## config.mk

```make
export PLATFORM = sky130hd
export DESIGN_NAME = hkmt_front
export DESIGN_NICKNAME = d
export VERILOG_FILES = /design/src/hkmt_pkg.sv /design/src/hkmt_front.sv
export SDC_FILE = /design/constraint.sdc
export NUM_CORES = 1
export LEC_CHECK = 0
export BUFFER_PORTS_ARGS = -buffer_cell sky130_fd_sc_hd__buf_2
export CORE_UTILIZATION = 43
export DETAILED_ROUTE_END_ITERATION = 10
export GPL_TIMING_DRIVEN = 0
export PLACE_DENSITY = 0.7
export SLEW_MARGIN = 20
export SYNTH_ARGS = -nofsm -noshare
export SYNTH_HDL_FRONTEND = slang
export SYNTH_SLANG_ARGS = --single-unit
export TNS_END_PERCENT = 30
```

## constraint.sdc

```tcl
create_clock -name clk -period 9.6 [get_ports clk]
set_input_delay 0.48 -clock clk [delete_from_list [all_inputs] [get_ports clk]]
set_output_delay 0.48 -clock clk [all_outputs]
set_load 0.005 [all_outputs]
```

## src/hkmt_pkg.sv

```systemverilog
`default_nettype none

package hkmt_pkg;

    localparam int SLOT_W      = 8;
    localparam int HASH_W      = 64;
    localparam int STATUS_W    = 2;
    localparam int S_TDATA_W   = 200;  // slot + three hashes, already whole bytes
    localparam int M_TDATA_W   = 8;
    localparam int QUEUE_DEPTH = 2;
    localparam int QPTR_W      = 1;
    localparam int QCNT_W      = 2;

    typedef enum logic
    {
        OP_LOAD  = 1'b0,
        OP_QUERY = 1'b1
    } op_t;

    typedef enum logic [STATUS_W-1:0]
    {
        ST_NONE      = 2'd0,
        ST_EXACT     = 2'd1,
        ST_LOWER     = 2'd2,
        ST_NAME_ONLY = 2'd3
    } status_t;

    typedef struct packed
    {
        op_t               op;
        logic [SLOT_W-1:0] slot;
        logic [HASH_W-1:0] name_hash;
        logic [HASH_W-1:0] type_hash;
        logic [HASH_W-1:0] lower_type_hash;
    } item_t;

    // head of the front queue as seen by the back end
    typedef struct packed
    {
        logic  valid;
        item_t item;
    } queue_head_t;

    // back end to front end
    typedef struct packed
    {
        logic pop;
        logic clearing;
    } back_ctl_t;

    // one table word; valid kept in memory so a clearing pass can reset it
    typedef struct packed
    {
        logic              valid;
        logic [HASH_W-1:0] lower_type_hash;
        logic [HASH_W-1:0] type_hash;
        logic [HASH_W-1:0] name_hash;
    } entry_t;

endpackage

`default_nettype wire

```

## src/hkmt_front.sv

```systemverilog
`default_nettype none

module hkmt_front
    import hkmt_pkg::*;
#(
    parameter int TABLE_DEPTH = 256
)
(
    input  wire logic                 clk,
    input  wire logic                 rst_n,
    input  wire logic                 s_tvalid,
    output logic                      s_tready,
    input  wire logic [S_TDATA_W-1:0] s_tdata,
    input  wire logic [0:0]           s_tuser,
    output queue_head_t               head,
    input  wire back_ctl_t            ctl
);

    localparam logic [31:0] DEPTH_W32 = 32'(TABLE_DEPTH);

    item_t             in_item;
    logic              in_keep;
    logic              accept;
    logic              push;

    item_t             q_reg [QUEUE_DEPTH];
    logic [QPTR_W-1:0] wr_ptr_reg;
    logic [QPTR_W-1:0] rd_ptr_reg;
    logic [QCNT_W-1:0] count_reg;
    logic [QCNT_W-1:0] count_next;

    always_comb
    begin
        in_item.op              = op_t'(s_tuser[0]);
        in_item.slot            = s_tdata[7:0];
        in_item.name_hash       = s_tdata[71:8];
        in_item.type_hash       = s_tdata[135:72];
        in_item.lower_type_hash = s_tdata[199:136];
    end

    // loads beyond the table are taken and dropped here
    assign in_keep  = (in_item.op == OP_QUERY) || ({24'd0, in_item.slot} < DEPTH_W32);
    assign s_tready = !ctl.clearing && (count_reg != QCNT_W'(QUEUE_DEPTH));
    assign accept   = s_tvalid && s_tready;
    assign push     = accept && in_keep;

    assign head.valid = (count_reg != '0);
    assign head.item  = q_reg[rd_ptr_reg];

    always_comb
    begin
        count_next = count_reg;
        if (push && !ctl.pop)
        begin
            count_next = count_reg + 1'b1;
        end
        else if (!push && ctl.pop)
        begin
            count_next = count_reg - 1'b1;
        end
    end

    always_ff @(posedge clk or negedge rst_n)
    begin
        if (!rst_n)
        begin
            wr_ptr_reg <= '0;
            rd_ptr_reg <= '0;
            count_reg  <= '0;
        end
        else
        begin
            count_reg <= count_next;
            if (push)
            begin
                wr_ptr_reg <= wr_ptr_reg + 1'b1;
            end
            if (ctl.pop)
            begin
                rd_ptr_reg <= rd_ptr_reg + 1'b1;
            end
        end
    end

    always_ff @(posedge clk)
    begin
        if (push)
        begin
            q_reg[wr_ptr_reg] <= in_item;
        end
    end

`ifndef SYNTH
    a_no_push_full: assert property (@(posedge clk) disable iff (!rst_n)
        push |-> (count_reg != QCNT_W'(QUEUE_DEPTH)))
        else $error("queue push while full");

    a_no_pop_empty: assert property (@(posedge clk) disable iff (!rst_n)
        ctl.pop |-> (count_reg != '0))
        else $error("queue pop while empty");

    a_hold_in_clear: assert property (@(posedge clk) disable iff (!rst_n)
        ctl.clearing |-> !s_tready)
        else $error("beat taken during clearing pass");
`endif

endmodule

`default_nettype wire

```

# ---- Yosys cells after proc, flatten, opt, wreduce, memory -nomap -nowiden
# Memory sizes are Yosys's and may differ from the RTL's.
# Index checks and enable logic that the tools add are counted.
dict set report totals {
  in_bits 206
  ramBits 402
  output_inout_bits 203
  elab_cells 22
  register_bits 4
  mem_count 1
}
# memory words width rd rd_ports_with_merged_regs write_ports line_no
set mem_list {}
lappend mem_list {q_reg 2 201 1 0 1 hkmt_front.sv:26} ;# item_t q_reg [QUEUE_DEPTH];
dict set report classes {
  n_mux 4
  reduce_logical 9
  n_eq_ne 1
  addsub 4
}
# op n
set ops {}
lappend ops {{1-bit logical AND} 4}
lappend ops {{2-bit two-way mux} 2}
lappend ops {{2-bit nonzero test} 2}
lappend ops {{1-bit zero test} 3}
lappend ops {{1-bit adder, second input constant} 2}
lappend ops {{2-bit by 1-bit adder with 2-bit output, second input constant} 1}
lappend ops {{1-bit two-way mux} 2}
lappend ops {{2-bit != test, second input constant} 1}
lappend ops {{2-bit by 1-bit subtractor with 2-bit output, second input constant} 1}

# ---- Depth between registers and ports, before layout
# Gate-level depths: netlist (run 1).
dict set report logic_depth {
  ltp_word 7
  mapped_depth 7
}

# ---- Worst setup path after synthesis (run 1)
# Ideal clock, no wire load.
dict set report synth_path {
  path_type {input port to flip-flop}
  start {input s_tvalid}
  end {memory q_reg[0][0] (netlist bit), enable pin}
  stages 3
  path_buffers 0
  setup_ns 0.765
  arrival_time_ns 9.059
  path_slack_ns -0.224
  t_required_ns 8.835
  path_cell_list {nor2b_1 nand2_1 nor2_1}
}
dict set report synth_between {
  elab_chain_len 3
}
# item line_no
set synth_lines {}
lappend synth_lines {{start: declaration} hkmt_front.sv:11} ;# input wire logic s_tvalid,
lappend synth_lines {{1-bit logical AND} hkmt_front.sv:44} ;# assign accept = s_tvalid && s_tready;
lappend synth_lines {{1-bit two-way mux} hkmt_front.sv:87} ;# if (push)
lappend synth_lines {{1-bit two-way mux (implied by the code)} hkmt_front.sv:89} ;# q_reg[wr_ptr_reg] <= in_item;
lappend synth_lines {{end: declaration} hkmt_front.sv:26}
# No other way between the ends.

==> summary.md, run 1 <==
| Metric | Value |
|---|---|
| Worst Clk Skew | 16.4 ps |
| Layout cell share with drive strength beyond 1 | 61.3% |
| Max_cap viols | 0 |
| Nets | 1318 |
| Largest net degree at the start of global routing | 54 |
| DRC | 0 |
| Pwr Density | 267 mW/mm² |
| Slew @ Worst Pin | 766 ps |
| Top FF cell, synth | edfxtp_1 |
| Clock slew at reported path FFs | 60 ps |
| P_leak | 0.00703 µW |
| ANT nets after route | 0 |
| Yosys top cell area share | 81.9% |
| Max Slew Vio Count | 0 |
| WL/cell | 19.0 µm |
| CTS sink count | 406 |
| Fill cell count | 2616 |
| Mapped Area | 0.0147 mm² |
| Die width | 187 µm |
| Syn_nets | 852 |
| Final Hold Viols | 0 |
| Tcrit/Tclk final | 25.4% |
| GRT Total Usage | 17.1% |
| Max Root-Sink Buffers | 3 |
| Top post-synthesis cells by area | edfxtp_1 82%, mux2_2 15%, buf_6 0.69% |
| Max reg flops | 402 |
| Worst Setup End Kind | primary output |
| Outcome | finished, final reports clean |
| Post-synthesis simple-gate area fraction | 0.289% |
| Post-Synth Adder-Cell Area | 0.0849% |
| Inserted Clock Buffers | 42 |
| TritonCTS clock tree | built |
| Htree depth | 2 |
| Yosys reg bits | 406 |
| Worst path required time | 9120 ps |
| Syn Inst Count | 645 |
| Setup Crit Path Kind | reg -> out |
| Count leader, synth | edfxtp_1 |
| Area of the multi-input gates | 0.00237 mm² |
| Pre-antenna DRT Iters | 4 |
| CORE AREA | 0.0336 mm² |
| Final WS setup | 7160 ps |
| Die H | 187 µm |
| Min-delay worst type | in -> reg |
| First-pass GRT wire length | 45.6 mm |
| Number of flops mapped to enable cells by yosys | 402 |
| CP startpoint kind | flip-flop |
| Final GP Congestion | 0.761 |
| Seq. cell area | 0.0122 mm² |
| Clock latency on the worst-skew pair | 540 ps |
| Vias in the first global route | 8168 |
| Crit path DAT | 1960 ps |
| WL final | 30.2 mm |
| Placed Cells | 1514 |
| Root buffer cell | clkbuf_16 |
| Antenna violations before repair | 6 |
| Grt total ovfl | 0 |
| Initial Utilization | 43.8% |
| Post-synth top area cell | edfxtp_1 |
| P&R area growth vs syn | 28.5% |
| Yosys warnings | 0 |
| Post-synthesis mux area share | 15.4% |
| Post-layout minimum cycle time | 2440 ps |
| Row cnt | 67 |
| Via count | 7640 |
| Synth top cells by count | 402 x edfxtp_1, 201 x mux2_2, 11 x buf_4 |
| Finish-stage setup viols | 0 |
| Max IR drop VDD | 0.000210 V |
| RSZ-0062 raised after global routing | no |
| Fin cells | 1592 |
| HPWL Detailed | 21.2 mm |
| DRT iter0 DRCs | 330 |
| Syn_area_per_cell | 22.8 µm² |
| Async SR Flop Fraction | 0.985% |
| Relative slew margins | 48.8% |
| Largest family of logic cells by synthesized area | multiplexers |
| Via-per-instance ratio | 4.80 |
| Dpl ws | 6850 ps |
| Ports | 409 |
| Port bufs | 408 |
| Post-synth cell types | 16 |
| Max frequency | 0.410 GHz |
| Post-Synth XOR/XNOR Area | 0.297% |
| Register area share after synthesis | 82.6% |
| Max FO, Critical Path | 10 |
| Synth Area in Compound Gates | 0% |
| Die area | 0.0350 mm² |
layout by cell type (no fill, tap or decap), types with 2 or more instances in the layout:
master and n:
edfxtp_1 402, buf_6 9, clkinv_1 2, buf_16 7, inv_1 2, clkbuf_16 45
clkinv_2 6, nor2b_1 2, xnor2_1 2, buf_12 6, buf_2 410, dfrtp_1 4
diode_2 3, mux2_2 201, buf_4 11, xor2_1 3, clkinvlp_4 2, clkbuf_1 19
path summary, 6_finish.rpt:
check                      depth (start not counted)          from  slack [ps]       endpoint
max                                                4    rd_ptr_reg        7160      head[146]
min                                                1   s_tdata[53]         130  q_reg[1][173]
max reg2reg                                        6  count_reg[0]        7160   q_reg[0][91]
min reg2reg                                        1  count_reg[1]         520   count_reg[1]
max in group asynchronous                          2         rst_n        9180     rd_ptr_reg
min in group asynchronous                          2         rst_n         290   count_reg[0]
through the flow:
step | util, % | hold WS (ps) | TNS, ps | total power [µW] | area [µm²]
finish | 56.3 | 128 | 0 | 5050 | 18900
global route | 56.3 | 105 | 0 | 5280 | 18900
CTS | 56.3 | 101 | 0 | 5130 | 18900
detailed placement | 52.5 | 297 | 0 | 3640 | 17700
global placement | 51.6 | 289 | -36540 | 3640 | 17300
floorplan | - | 184 | 0 | 3070 | 14700
area by class of cell:
| class | count | area share, % |
|---|---|---|
| clock buffers | 64 | 6.33 |
| flip-flops and latches | 406 | 64.3 |
| well taps | 448 | 2.96 |
| clock inverters | 10 | 0.278 |
| inverters | 2 | 0.0397 |
| diodes | 3 | 0.0397 |
| plain buffers | 22 | 1.02 |
| repair buffers | 422 | 12.5 |
| multi-input cells | 215 | 12.5 |
kinds of logic (layout without fill, tap and decap cells):
kind of cell	Yosys count	count (layout)
flip-flops	406	406
adder cells (fa/ha/maj)	1	1
buffers and inverters	24	520
multiplexers	201	201
XOR/XNOR	5	5
other	0	3
AND/OR/NAND/NOR	8	8
routing by layer:
layer | routed length (µm) | share of wire, % | track usage (%)
met1 | 11300 | 37 | 19.1
met3 | 3040 | 10 | 6.85
met2 | 15200 | 50 | 29.6
met4 | 739 | 2.4 | 6.12
met5 | 26 | 0.086 | 0
timing repair:
action / 4_1_cts / 5_1_grt
hold buffers: 1 / 0
setup buffers: 0 / 0
endpoints found under the hold margin: 4 / 0
endpoints found under the setup margin: 0 / 0
gates resized for setup: 0 / 0
power by group:
group	switching [µW]	total, µW	internal [µW]
logic	635	1330	695
registers	49.1	2250	2200
clock network	615	1470	858
worst max-delay path: stages (launching register included):
cell and delay (ps):
dfrtp_1 440, buf_4 280, buf_6 190, mux2_2 380, buf_2 130
Power figures use the tool's default switching activity.
==> run 2: changes to the inputs <==
- ABC_AREA: unset -> 1
- PLACE_DENSITY: 0.7 -> 0.68
- clock period: 9.6 -> 2.4 ns (I/O delays scaled with it)
==> run 2 against run 1 <==
Against the previous run:
- power grew to 4.2 times the previous value
- utilization grew 7.0 points
- setup slack lost 7000 ps
- sequential cell count is the same
- cell count grew 15%
- largest cell class unchanged
- critical path depth grew 3
- critical endpoint is now q_reg[0][71]
==> summary.md, run 2 <==
| Metric | Value |
|---|---|
| Count leader, synth | edfxtp_1 (unchanged) |
| Internal Power | 15700 µW (was 3750 µW) |
| WL final | 34.7 mm (was 30.2 mm) |
| DRT iter0 DRCs | 379 (was 330) |
| HPWL Detailed | 21.9 mm (was 21.2 mm) |
| Syn_area_per_cell | 22.5 µm² (was 22.8 µm²) |
| Worst path required time | 2630 ps (was 9120 ps) |
| R2R cell count | 7 (was 6) |
| Pwr Density | 995 mW/mm² (was 267 mW/mm²) |
| Yosys reg bits | 406 (unchanged) |
| Final GP Congestion | 0.760 (was 0.761) |
| Setup Crit Path Kind | reg -> reg (was reg -> out) |
| Final Cell Area | 0.0213 mm² (was 0.0189 mm²) |
| Post-layout minimum cycle time | 2270 ps |
| DRC | 0 (unchanged) |
| GRT Total Usage | 19.4% (was 17.1%) |
| Post-synth cell types | 15 (was 16) |
| Min-delay worst type | in -> reg (unchanged) |
| Relative slew margins | 58.9% (was 48.8%) |
| Via count | 8643 (was 7640) |
| Psw | 5500 µW (was 1300 µW) |
| Gate power share | 27.3% (was 26.3%) |
| Async SR Flop Fraction | 0.985% (unchanged) |
| Grt total ovfl | 0 (unchanged) |
| P&R area growth vs syn | 44.2% (was 28.5%) |
| Slew @ Worst Pin | 613 ps (was 766 ps) |
| Ports | 409 (unchanged) |
| CTS sink count | 406 (unchanged) |
| Mapped Area | 0.0148 mm² (was 0.0147 mm²) |
| Final Hold Viols | 0 (unchanged) |
| Max IR drop VDD | 0.000769 V (was 0.000210 V) |
| Clock slew at reported path FFs | 50 ps (was 60 ps) |
| Min-Delay Endpoint | q_reg[1][55] (was q_reg[1][173]) |
| Top FF cell, synth | edfxtp_1 (unchanged) |
| Layout cell share with drive strength beyond 1 | 52.2% (was 61.3%) |
| Fill cell count | 2395 (was 2616) |
| Yosys top cell area share | 81.8% (was 81.9%) |
| Commonest cells after routing, fill and taps aside | 410 x buf_2, 402 x edfxtp_1, 207 x dlygate4sd3_1 (was 410 x buf_2, 402 x edfxtp_1, 201 x mux2_2) |
| Die H | 187 µm (about the same) |
| Syn_nets | 862 (was 852) |
| Die area | 0.0351 mm² (was 0.0350 mm²) |
| Number of flops mapped to enable cells by yosys | 402 (unchanged) |
| Max frequency | 0.441 GHz |
| Max Slew Vio Count | 0 (unchanged) |
| WL/cell | 19.0 µm (about the same) |
| Switch share | 26.0% (was 25.7%) |
| Hold depth | 5 (was 1) |
| Crit path DAT | 2490 ps (was 1960 ps) |
| Dpl cell area | 0.0178 mm² (was 0.0177 mm²) |
| Vias in the first global route | 9346 (was 8168) |
| Via-per-instance ratio | 4.74 (was 4.80) |
| Root buffer cell | clkbuf_16 (unchanged) |
| Finish-stage setup viols | 0 (unchanged) |
| Port bufs | 408 (unchanged) |
| Syn Inst Count | 655 (was 645) |
| Clock latency on the worst-skew pair | 540 ps (about the same) |
| Worst Setup End Kind | flip-flop (was primary output) |
| TritonCTS clock tree | built (unchanged) |
| Most common cell after layout, fill and taps aside | buf_2 (unchanged) |
| Worst reg2reg startpoint | count_reg[0] (unchanged) |
| Max Root-Sink Buffers | 3 (unchanged) |
| Hold wc startpoint | ctl[0] (was s_tdata[53]) |
| RSZ-0062 raised after global routing | no (unchanged) |
| Top post-synthesis cells by area | edfxtp_1 82%, mux2_2 15%, buf_6 0.69% (unchanged) |
| Inserted Clock Buffers | 43 (was 42) |
| Nets | 1546 (was 1318) |
| Register-to-Register Setup Slack | 130 ps (was 7160 ps) |
| Worst Clk Skew | 14.2 ps (was 16.4 ps) |
| Max FO, Critical Path | 32 (was 10) |
| CORE AREA | 0.0336 mm² (unchanged) |
| Register area share after synthesis | 82.5% (was 82.6%) |
| Pre-antenna DRT Iters | 5 (was 4) |
| CP startpoint kind | flip-flop (unchanged) |
| Htree depth | 2 (unchanged) |
| Reg-to-reg endpoint | q_reg[0][71] (was q_reg[0][91]) |
| First-pass GRT wire length | 51.9 mm (was 45.6 mm) |
| ANT nets after route | 0 (unchanged) |
| Die width | 187 µm (about the same) |
| Tcrit/Tclk final | 94.4% |
| Max_cap viols | 0 (unchanged) |
| Largest net degree at the start of global routing | 33 (was 54) |
| Row cnt | 67 (unchanged) |
| P_leak | 0.00804 µW (was 0.00703 µW) |
| Initial Utilization | 43.9% (was 43.8%) |
| CTS resizes | 0 (unchanged) |
| Yosys warnings | 0 (unchanged) |
| Synth top cells by count | 402 x edfxtp_1, 201 x mux2_2, 11 x buf_4 (unchanged) |
| Outcome | finished, final reports clean (unchanged) |
| Dpl ws | 3.73 ps (was 6850 ps) |
| Setup TNS | 0 ps (unchanged) |
| Antenna violations before repair | 6 (unchanged) |
| Post-synth top area cell | edfxtp_1 (unchanged) |
| Clock power frac | 30.4% (was 29.2%) |
| Final WS setup | 134 ps (was 7160 ps) |
| Max reg flops | 402 (unchanged) |
| Sequential power share | 42.4% (was 44.5%) |
[run 2: power by group through the flow]
stage | Combinational, µW | Clock (µW) | Sequential (µW)
CTS | 5780 | 6540 | 8960
global placement | 5170 | 0 | 9250
global route | 6200 | 6840 | 9020
floorplan | 3030 | 0 | 9160
finish | 5770 | 6430 | 8970
detailed placement | 5450 | 0 | 9100
[run 2: how the worst max path moves through the flow]
stage,endpoint,cells past startpoint,start,slack [ps]
CTS,q_reg[1][70],9,count_reg[0],6
floorplan,q_reg[0][0],4,count_reg[0],-1660
global placement,q_reg[0][70],4,count_reg[0],-3610
detailed placement,q_reg[1][71],9,count_reg[0],4
global route,q_reg[0][148],7,count_reg[0],60
finish,q_reg[0][71],7,count_reg[0],130
[run 2: logic make-up (layout without fill, tap and decap cells)]
kind of cell	after synthesis	in the layout	synth area share, %
AO/OA/AOI/OAI	1	1	0.0339
multiplexers	201	201	15.3
buffers and inverters	31	748	1.54
XOR/XNOR	2	2	0.119
AND/OR/NAND/NOR	13	13	0.382
flip-flops	406	406	82.5
adder cells (fa/ha/maj)	1	1	0.0848
other	0	5	0
[run 2: critical path, cell delays in order (launching register included)]
cell and delay, ps:
dfrtp_1 400, inv_2 80, nand2_2 80, nand4_1 290, clkinvlp_4 390, buf_12 240, buf_12 220, buf_12 230
[run 2: what timing repair did]
item,CTS,global route
setup endpoints to repair,18,77
endpoints found under the hold margin,408,0
pin swaps,1,1
buffers inserted,0,6
hold buffers,207,0
gates cloned,0,1
[run 2: area by class of cell]
cell class / count / area (µm²) / share of cell area, %
Multi-Input combinational cell: 218 / 2370 / 11.1
Clock inverter: 25 / 213 / 1.00
Sequential cell: 406 / 12200 / 57.2
Timing Repair Buffer: 638 / 4560 / 21.4
Buffer: 22 / 194 / 0.911
Inverter: 9 / 37.5 / 0.176
Antenna cell: 5 / 12.5 / 0.0588
Timing Repair inverter: 1 / 5.00 / 0.0235
Clock buffer: 53 / 1160 / 5.43
Tap cell: 448 / 561 / 2.63
[run 2: per-layer routing]
layer  track usage, %  vias to the layer above  share of wire, %
met5                0                        -             0.038
met4             7.72                        2               3.4
met3             6.08                       78               8.0
met2             34.7                      361                52
met1             21.4                     4217                37
li1                 -                     3985                 -
[run 2: per-stage QoR]
| step | util, % | hold WS (ps) | total power, µW | std cells |
|---|---|---|---|---|
| 2_1_floorplan | - | -176 | 12200 | 655 |
| 3_3_place_gp | 51.7 | -50.7 | 14400 | 1511 |
| 5_1_grt | 63.3 | 217 | 22100 | 1824 |
| 3_5_place_dp | 52.8 | -50.6 | 14600 | 1528 |
| 6_report | 63.3 | 211 | 21200 | 1825 |
| 4_1_cts | 63.1 | 127 | 21300 | 1813 |
